$ cat config.mk
export PLATFORM = sky130hd
export DESIGN_NAME = hsv_to_rgb_converter
export DESIGN_NICKNAME = d
export VERILOG_FILES = /design/src/design/hsv2rgb_pkg.sv /design/src/design/hsv_to_rgb_converter.sv
export VERILOG_INCLUDE_DIRS = /design/src /design/src/design
export SDC_FILE = /design/constraint.sdc
export NUM_CORES = 2
export LEC_CHECK = 0
export ABC_CLOCK_PERIOD_IN_PS = 15800
export BUFFER_PORTS_ARGS = -buffer_cell sky130_fd_sc_hd__buf_2
export CORE_ASPECT_RATIO = 1.75
export CORE_MARGIN = 1.5
export CORE_UTILIZATION = 71
export CTS_BUF_LIST = sky130_fd_sc_hd__clkbuf_16
export DETAILED_ROUTE_END_ITERATION = 6
export GPL_TIMING_DRIVEN = 0
export MAX_ROUTING_LAYER = met4
export PLACE_DENSITY_LB_ADDON = 0.15
export SLEW_MARGIN = 30
export SYNTH_ARGS = -nofsm -noshare
export SYNTH_HDL_FRONTEND = slang
export SYNTH_SLANG_ARGS = --single-unit
export TNS_END_PERCENT = 10
$ cat constraint.sdc
create_clock -name clk -period 15.8 [get_ports clk]
set_clock_uncertainty 0.05 [all_clocks]
set_input_delay 1.58 -clock clk [delete_from_list [all_inputs] [get_ports clk]]
set_output_delay 1.58 -clock clk [all_outputs]
set_load 0.01 [all_outputs]
$ cat src/design/hsv_to_rgb_converter_assert.svh
// Assertion macros used by the HSV to RGB converter RTL.
`ifndef HSV_TO_RGB_CONVERTER_ASSERT_SVH
`define HSV_TO_RGB_CONVERTER_ASSERT_SVH

// Same-cycle implication, checked on every rising edge outside reset.
`define HSV2RGB_ASSERT_NOW(label, ante, cons, msg) \
  label: assert property (@(posedge clk) disable iff (!rst_n) (ante) |-> (cons)) \
    else $error(msg);

// Next-cycle implication, checked on every rising edge outside reset.
`define HSV2RGB_ASSERT_NEXT(label, ante, cons, msg) \
  label: assert property (@(posedge clk) disable iff (!rst_n) (ante) |=> (cons)) \
    else $error(msg);

`endif

$ cat src/design/hsv2rgb_pkg.sv
// Package with widths, constants and types of the HSV to RGB converter.
`default_nettype none

package hsv2rgb_pkg;

  // Fixed-point format: FRAC_BITS fraction bits, one integer bit.
  localparam int unsigned FRAC_BITS = 12;
  localparam int unsigned CHAN_W    = FRAC_BITS + 1;
  localparam int unsigned PROD_W    = 2 * CHAN_W;
  localparam logic [CHAN_W-1:0] ONE = CHAN_W'(1) << FRAC_BITS;

  // Hue in 1/64 degree: full circle and one 60-degree sector.
  localparam int unsigned HUE_W      = 16;
  localparam int unsigned HUE_FULL   = 23040;
  localparam int unsigned HUE_SECTOR = 3840;
  localparam int unsigned REM_W      = 12;

  // f = rem * 2^12 / 3840 = rem + rem / 15; rem / 15 = (rem * 4370) >> 16
  // is exact for every rem below 3840.
  localparam int unsigned RECIP_K     = 4370;
  localparam int unsigned RECIP_W     = 13;
  localparam int unsigned RECIP_SHIFT = 16;
  localparam int unsigned RECIP_PW    = REM_W + RECIP_W;

  // Stream packing.
  localparam int unsigned IN_DATA_W  = 48;
  localparam int unsigned OUT_DATA_W = 40;

  // Hue sector, 60 degrees each.
  typedef enum logic [2:0] {
    SEC_0 = 3'd0,
    SEC_1 = 3'd1,
    SEC_2 = 3'd2,
    SEC_3 = 3'd3,
    SEC_4 = 3'd4,
    SEC_5 = 3'd5
  } sector_t;

endpackage

`default_nettype wire

$ cat src/design/hsv_to_rgb_converter.sv
// HSV to RGB converter: HSV pixels in, RGB pixels out, four register stages.
//
// Usage:
//   Input stream (in_*): one HSV pixel per beat. Hue in 1/64 degree, any hue
//   of 360 degrees or more counts as 0. Saturation and brightness are
//   unsigned fixed point with 12 fraction bits; values above 1.0 clip to 1.0.
//   Output stream (out_*): one RGB pixel per input beat, same format, in order.
//   Each pixel passes the stage 1, stage 2, stage 3 and output registers
//   in order. Throughput: one pixel per cycle while out_tready is high. The
//   pipeline has four stages (sector decode, fraction and p product, s*f
//   products, q/t products and channel select); each holds a valid bit that
//   moves with its data.
//   Stall: when out_tready is low, stages fill up behind the output register;
//   in_tready drops only once every stage holds a pixel. No pixel is lost
//   or repeated.
//   Reset: synchronous active-low rst_n clears all valid bits; the data
//   registers are not reset, and the block accepts a pixel in the first cycle after reset.
`default_nettype none

`include "hsv_to_rgb_converter_assert.svh"

module hsv_to_rgb_converter (
  input  wire logic                                clk,
  input  wire logic                                rst_n,
  input  wire logic                                in_tvalid,
  output      logic                                in_tready,
  // [15:0] hue, [28:16] saturation, [41:29] brightness, [47:42] zero
  input  wire logic [hsv2rgb_pkg::IN_DATA_W-1:0]   in_tdata,
  output      logic                                out_tvalid,
  input  wire logic                                out_tready,
  // [12:0] red, [25:13] green, [38:26] blue, [39] zero
  output      logic [hsv2rgb_pkg::OUT_DATA_W-1:0]  out_tdata
);

  localparam int unsigned CW  = hsv2rgb_pkg::CHAN_W;
  localparam int unsigned FB  = hsv2rgb_pkg::FRAC_BITS;
  localparam int unsigned PW  = hsv2rgb_pkg::PROD_W;
  localparam int unsigned HW  = hsv2rgb_pkg::HUE_W;
  localparam int unsigned RW  = hsv2rgb_pkg::REM_W;
  localparam int unsigned SEC = hsv2rgb_pkg::HUE_SECTOR;
  localparam logic [CW-1:0] ONE = hsv2rgb_pkg::ONE;

  // Unpacked input fields.
  logic [HW-1:0] in_hue;
  logic [CW-1:0] in_sat;
  logic [CW-1:0] in_val;

  assign in_hue = in_tdata[HW-1:0];
  assign in_sat = in_tdata[HW+CW-1:HW];
  assign in_val = in_tdata[HW+2*CW-1:HW+CW];

  // Stage handshake: a stage loads when it is empty or its successor loads.
  logic s1_vld_r, s2_vld_r, s3_vld_r, out_vld_r;
  logic s1_rdy, s2_rdy, s3_rdy, s4_rdy;

  assign s4_rdy    = !out_vld_r || out_tready;
  assign s3_rdy    = !s3_vld_r || s4_rdy;
  assign s2_rdy    = !s2_vld_r || s3_rdy;
  assign s1_rdy    = !s1_vld_r || s2_rdy;
  assign in_tready = s1_rdy;

  always_ff @(posedge clk) begin
    if (!rst_n) begin
      s1_vld_r  <= 1'b0;
      s2_vld_r  <= 1'b0;
      s3_vld_r  <= 1'b0;
      out_vld_r <= 1'b0;
    end else begin
      if (s1_rdy) s1_vld_r  <= in_tvalid;
      if (s2_rdy) s2_vld_r  <= s1_vld_r;
      if (s3_rdy) s3_vld_r  <= s2_vld_r;
      if (s4_rdy) out_vld_r <= s3_vld_r;
    end
  end

  // ---------------- Stage 1: hue wrap, sector, remainder, clipping
  logic [HW-1:0]        hue_c;
  logic [HW-1:0]        sec_base;
  hsv2rgb_pkg::sector_t sec_nxt;
  logic [RW-1:0]        rem_nxt;
  logic [CW-1:0]        sat_nxt;
  logic [CW-1:0]        val_nxt;

  always_comb begin
    hue_c = (in_hue >= HW'(hsv2rgb_pkg::HUE_FULL)) ? '0 : in_hue;
    if (hue_c >= HW'(5 * SEC)) begin
      sec_nxt  = hsv2rgb_pkg::SEC_5;
      sec_base = HW'(5 * SEC);
    end else if (hue_c >= HW'(4 * SEC)) begin
      sec_nxt  = hsv2rgb_pkg::SEC_4;
      sec_base = HW'(4 * SEC);
    end else if (hue_c >= HW'(3 * SEC)) begin
      sec_nxt  = hsv2rgb_pkg::SEC_3;
      sec_base = HW'(3 * SEC);
    end else if (hue_c >= HW'(2 * SEC)) begin
      sec_nxt  = hsv2rgb_pkg::SEC_2;
      sec_base = HW'(2 * SEC);
    end else if (hue_c >= HW'(SEC)) begin
      sec_nxt  = hsv2rgb_pkg::SEC_1;
      sec_base = HW'(SEC);
    end else begin
      sec_nxt  = hsv2rgb_pkg::SEC_0;
      sec_base = '0;
    end
    rem_nxt = RW'(hue_c - sec_base);
    sat_nxt = (in_sat > ONE) ? ONE : in_sat;
    val_nxt = (in_val > ONE) ? ONE : in_val;
  end

  hsv2rgb_pkg::sector_t s1_sec_r;
  logic [RW-1:0]        s1_rem_r;
  logic [CW-1:0]        s1_sat_r;
  logic [CW-1:0]        s1_val_r;

  always_ff @(posedge clk) begin
    if (s1_rdy && in_tvalid) begin
      s1_sec_r <= sec_nxt;
      s1_rem_r <= rem_nxt;
      s1_sat_r <= sat_nxt;
      s1_val_r <= val_nxt;
    end
  end

  // ---------------- Stage 2: fraction f = rem + rem/15, p = v(1-s)
  logic [hsv2rgb_pkg::RECIP_PW-1:0] recip_prod;
  logic [RW-1:0]                    f_nxt;
  logic [PW-1:0]                    p_prod;
  logic [CW-1:0]                    p_nxt;

  always_comb begin
    recip_prod = hsv2rgb_pkg::RECIP_PW'(s1_rem_r)
               * hsv2rgb_pkg::RECIP_PW'(hsv2rgb_pkg::RECIP_K);
    f_nxt  = s1_rem_r + RW'(recip_prod >> hsv2rgb_pkg::RECIP_SHIFT);
    p_prod = PW'(s1_val_r) * PW'(ONE - s1_sat_r);
    p_nxt  = p_prod[FB+CW-1:FB];
  end

  hsv2rgb_pkg::sector_t s2_sec_r;
  logic [RW-1:0]        s2_f_r;
  logic [CW-1:0]        s2_sat_r;
  logic [CW-1:0]        s2_val_r;
  logic [CW-1:0]        s2_p_r;

  always_ff @(posedge clk) begin
    if (s2_rdy && s1_vld_r) begin
      s2_sec_r <= s1_sec_r;
      s2_f_r   <= f_nxt;
      s2_sat_r <= s1_sat_r;
      s2_val_r <= s1_val_r;
      s2_p_r   <= p_nxt;
    end
  end

  // ---------------- Stage 3: factors 1 - s*f and 1 - s*(1-f)
  logic [PW-1:0] sf_prod;
  logic [PW-1:0] sg_prod;
  logic [CW-1:0] qa_nxt;
  logic [CW-1:0] tb_nxt;

  always_comb begin
    sf_prod = PW'(s2_sat_r) * PW'(s2_f_r);
    sg_prod = PW'(s2_sat_r) * PW'(ONE - CW'(s2_f_r));
    qa_nxt  = ONE - sf_prod[FB+CW-1:FB];
    tb_nxt  = ONE - sg_prod[FB+CW-1:FB];
  end

  hsv2rgb_pkg::sector_t s3_sec_r;
  logic [CW-1:0]        s3_qa_r;
  logic [CW-1:0]        s3_tb_r;
  logic [CW-1:0]        s3_val_r;
  logic [CW-1:0]        s3_p_r;

  always_ff @(posedge clk) begin
    if (s3_rdy && s2_vld_r) begin
      s3_sec_r <= s2_sec_r;
      s3_qa_r  <= qa_nxt;
      s3_tb_r  <= tb_nxt;
      s3_val_r <= s2_val_r;
      s3_p_r   <= s2_p_r;
    end
  end

  // ---------------- Stage 4: q, t and channel order by sector
  logic [PW-1:0] q_prod;
  logic [PW-1:0] t_prod;
  logic [CW-1:0] q_val;
  logic [CW-1:0] t_val;
  logic [CW-1:0] red_nxt, green_nxt, blue_nxt;

  always_comb begin
    q_prod = PW'(s3_val_r) * PW'(s3_qa_r);
    t_prod = PW'(s3_val_r) * PW'(s3_tb_r);
    q_val  = q_prod[FB+CW-1:FB];
    t_val  = t_prod[FB+CW-1:FB];
    unique case (s3_sec_r)
      hsv2rgb_pkg::SEC_0: begin
        red_nxt = s3_val_r; green_nxt = t_val;    blue_nxt = s3_p_r;
      end
      hsv2rgb_pkg::SEC_1: begin
        red_nxt = q_val;    green_nxt = s3_val_r; blue_nxt = s3_p_r;
      end
      hsv2rgb_pkg::SEC_2: begin
        red_nxt = s3_p_r;   green_nxt = s3_val_r; blue_nxt = t_val;
      end
      hsv2rgb_pkg::SEC_3: begin
        red_nxt = s3_p_r;   green_nxt = q_val;    blue_nxt = s3_val_r;
      end
      hsv2rgb_pkg::SEC_4: begin
        red_nxt = t_val;    green_nxt = s3_p_r;   blue_nxt = s3_val_r;
      end
      default: begin
        red_nxt = s3_val_r; green_nxt = s3_p_r;   blue_nxt = q_val;
      end
    endcase
  end

  logic [CW-1:0] red_r, green_r, blue_r;

  always_ff @(posedge clk) begin
    if (s4_rdy && s3_vld_r) begin
      red_r   <= red_nxt;
      green_r <= green_nxt;
      blue_r  <= blue_nxt;
    end
  end

  // Output beat.
  assign out_tvalid = out_vld_r;
  assign out_tdata  = {{(hsv2rgb_pkg::OUT_DATA_W - 3 * CW){1'b0}}, blue_r, green_r, red_r};

  // ---------------- Assertions
  `HSV2RGB_ASSERT_NOW(a_s1_range, s1_vld_r,
    (s1_rem_r < RW'(SEC)) && (s1_sat_r <= ONE) && (s1_val_r <= ONE),
    "stage 1 remainder or clipped inputs out of range")
  `HSV2RGB_ASSERT_NOW(a_s3_factor, s3_vld_r,
    (s3_qa_r != '0) && (s3_qa_r <= ONE) && (s3_tb_r <= ONE),
    "stage 3 factors out of range")
  `HSV2RGB_ASSERT_NOW(a_out_range, out_vld_r,
    (red_r <= ONE) && (green_r <= ONE) && (blue_r <= ONE),
    "output channel above one")
  `HSV2RGB_ASSERT_NEXT(a_out_fill, s3_vld_r && s4_rdy, out_vld_r,
    "pixel lost between stage 3 and output")

endmodule

`default_nettype wire
==> results.tsv <==
stage	metric	value	unit
sta	final setup TNS	0	ns
layout	Layout fillers	3679	
global_routing	vias in the first global route	30400	
synthesis	post-synthesis mux area share	1.00	%
sta	clock period minus final worst setup slack	9.84	ns
drt	First-pass DRT Iterations	7	
layout	area of the multi-input gates	0.0274	mm²
cts	# Post-CTS Setup Buffers	0	
cts	Clock Pin Slew Worst Setup and Hold Paths	0.09	ns
global_routing	global route total overflow	0	
drt	Vias/cell	5.94	
synthesis	Synth Register Bits	193	
drt	DR iter-0 viols	1743	
layout	Layout area overhead	5.77	%
synthesis	asr flop ratio synth	0	%
sta	RSZ-0062 raised after global routing	no	
flow_run	Max-cap violations	0	
synthesis	Post-synth top flop	edfxtp_1	
sta	measured slew at the worst slew-check pin	0.917	ns
placed_design	buffers added on ports	80	
worst_setup_path	CP Data Arrival Time	10.01	ns
floorplan	die area	0.0530	mm²
layout	Final Net Count	5104	
worst_setup_path	CP required	15.97	ns
synthesis	post-synthesis cell type count	90	
synthesis	Syn Inst Count	3906	
synthesis	Adder-Cell Fraction of Synth Area	47.9	%
cts	Clk Latency, worst-skew pair	0.46	ns
cts	hold buffer count at cts	0	
floorplan	row cnt	110	
synthesis	Synth Area in XOR/XNOR	3.20	%
global_routing	antenna violations before repair	6	
drt	Vias	28000	
sta	Hold Fails Final Rpt	0	
cts	total CTS buffers	17	
worst_setup_path	Crit. End Element	flip-flop	
worst_setup_path	Largest stage delay, worst path	0.57	ns
floorplan	die height	303	µm
floorplan	Die X	175	µm
worst_hold_path	hold crit path type	flip-flop to flip-flop	
floorplan	Core ar.	0.0512	mm²
sta	Slew Viols, Final	0	
drt	DRC violations left	0	
worst_setup_path	Setup crit start kind	flip-flop	
sta	final worst path period share	62.3	%
synthesis	Syn Std Cell Area	0.0366	mm²
synthesis	warnings from Yosys	0	
synthesis	Compound-Gate Fraction of Synth Area	6.51	%
placed_design	GP Congestion	1.01	
synthesis	mean area per synthesized cell	9.38	µm²
sta	Rel. slew slack	38.4	%
floorplan	Initial Util	71.5	%
drt	DRT antenna net count	0	
floorplan	top-level port count	94	
synthesis	largest family of logic cells by synthesized area	adder cells	
global_routing	largest net degree at the start of global routing	28	
cts	clk buf depth	2	
outcome	status	finished, final reports clean	
global_routing	first-pass GRT wire length	155000	µm
layout	layout cells sized above 1	4.72	%
sta	Final setup viols	0	
layout	register area	0.00576	mm²
synthesis	Post-Syn Nets	4998	
synthesis	sequential-to-total area share from yosys stat	15.7	%
worst_setup_path	crit path max fanout	10	
drt	wire per inst	20.5	µm
worst_setup_path	Crit-path slowest cell	edfxtp_1	
cts	CTS tree	yes	
sta	f_max	102	MHz
worst_setup_path	R2R cell count	35	
synthesis	number of synthesized flops with an enable pin	189	
cts	root buf cell	clkbuf_16	
worst_setup_path	WS Path Type	flip-flop to flip-flop	
synthesis	Simple-Gate Fraction of Synth Area	16.0	%
layout	most common cell after layout, fill and taps aside	inv_1	
global_routing	GRT Util Overall	39.6	%
cts	CTS Sinks	193	
worst_hold_path	Worst Hold Depth	0	
cts	Resize count post-CTS	0	
placed_design	HPWL after detailed placement	80700	µm
layout	commonest cells after routing, fill and taps aside	inv_1, fa_1, nand2_1	
worst_setup_path	crit-path most repeated cell	fa_1	
cts	htree depth	4	
drt	final WL	96500	µm
## critical path, delay by kind of cell, from the launching register on
kind | cells | cell delay [ns]
compound gates | 6 | 1.09
buf+inv | 7 | 1.36
fa+ha+maj | 9 | 3.61
flops | 1 | 0.57
xor+xnor | 3 | 0.79
simple gates | 10 | 2.12
## cell families after synthesis
kind of cell,Yosys count
simple gates,1207
mux,35
xor+xnor,133
flops,193
fa+ha+maj,1041
other cells,1
buf+inv,944
compound gates,352
## cell type report
class	count	area share (%)
multi-input cells	2769	70.6
repair buffers	87	1.41
well taps	672	2.17
flip-flops and latches	193	14.9
clock buffers	17	1.10
diodes	9	0.0581
inverters	754	7.31
clock inverters	15	0.568
plain buffers	190	1.90
## metal layers
metal	GRT usage (%)	wire length, µm
met2	70.7	50600
met3	6.50	5590
met1	38.0	31400
met4	30.2	8930
met5	-	0
## state kept, by name, summed over array words and instances (netlist names), 3 cells and up
signal	flops
blue_r	13
green_r	13
red_r	13
s1_sat_r	13
s1_val_r	13
s2_p_r	13
s2_sat_r	13
s2_val_r	13
s3_p_r	13
s3_qa_r	13
s3_tb_r	13
s3_val_r	13
s1_rem_r	12
s2_f_r	12
s1_sec_r	3
s2_sec_r	3
s3_sec_r	3
## worst paths after layout
path | end | slack (ns) | startpoint
worst min register to register | s2_sec_r[0] | 0.37 | s1_sec_r[0]
worst min-delay path | s2_sec_r[0] | 0.37 | s1_sec_r[0]
worst max register to register | s3_tb_r[12] | 5.96 | s2_f_r[1]
worst max-delay path | s3_tb_r[12] | 5.96 | s2_f_r[1]
## synthesized netlist by cell type (all sizes together), types with 9 or more instances
cell	n	share of area (%)
nor2b	41	0.70
o22ai	9	0.15
or3	13	0.23
clkbuf	179	1.8
fa	601	33
a21oi	93	1.3
and2	325	5.6
nand2b	11	0.19
buf	11	0.17
and3	13	0.26
nor2	86	0.88
or2	21	0.36
a21o	32	0.68
mux2	10	0.32
nand4	11	0.19
o21bai	12	0.25
mux2i	25	0.68
ha	439	15
o211ai	18	0.40
xnor2	89	2.1
nand3	24	0.33
o21a	23	0.47
xor2	44	1.1
inv	752	7.7
a211oi	9	0.20
nand2	599	6.1
nor3	34	0.48
edfxtp	189	15
o21ai	62	0.85
a31oi	17	0.29
## through the flow
step,setup WS (ns),util (%),cell area (µm²),hold slack [ns],cells
after floorplan,7.47,-,36600,0.350,3906
after global placement,6.16,74.0,37900,0.352,4658
after detailed placement,6.03,74.3,38100,0.355,4665
after CTS,5.98,75.6,38700,0.375,4697
after global routing,5.35,75.7,38700,0.385,4704
final,5.96,75.7,38700,0.373,4706
Power is not shown: default switching activity piles up to over one toggle a cycle in this logic, so the estimate is an artifact.
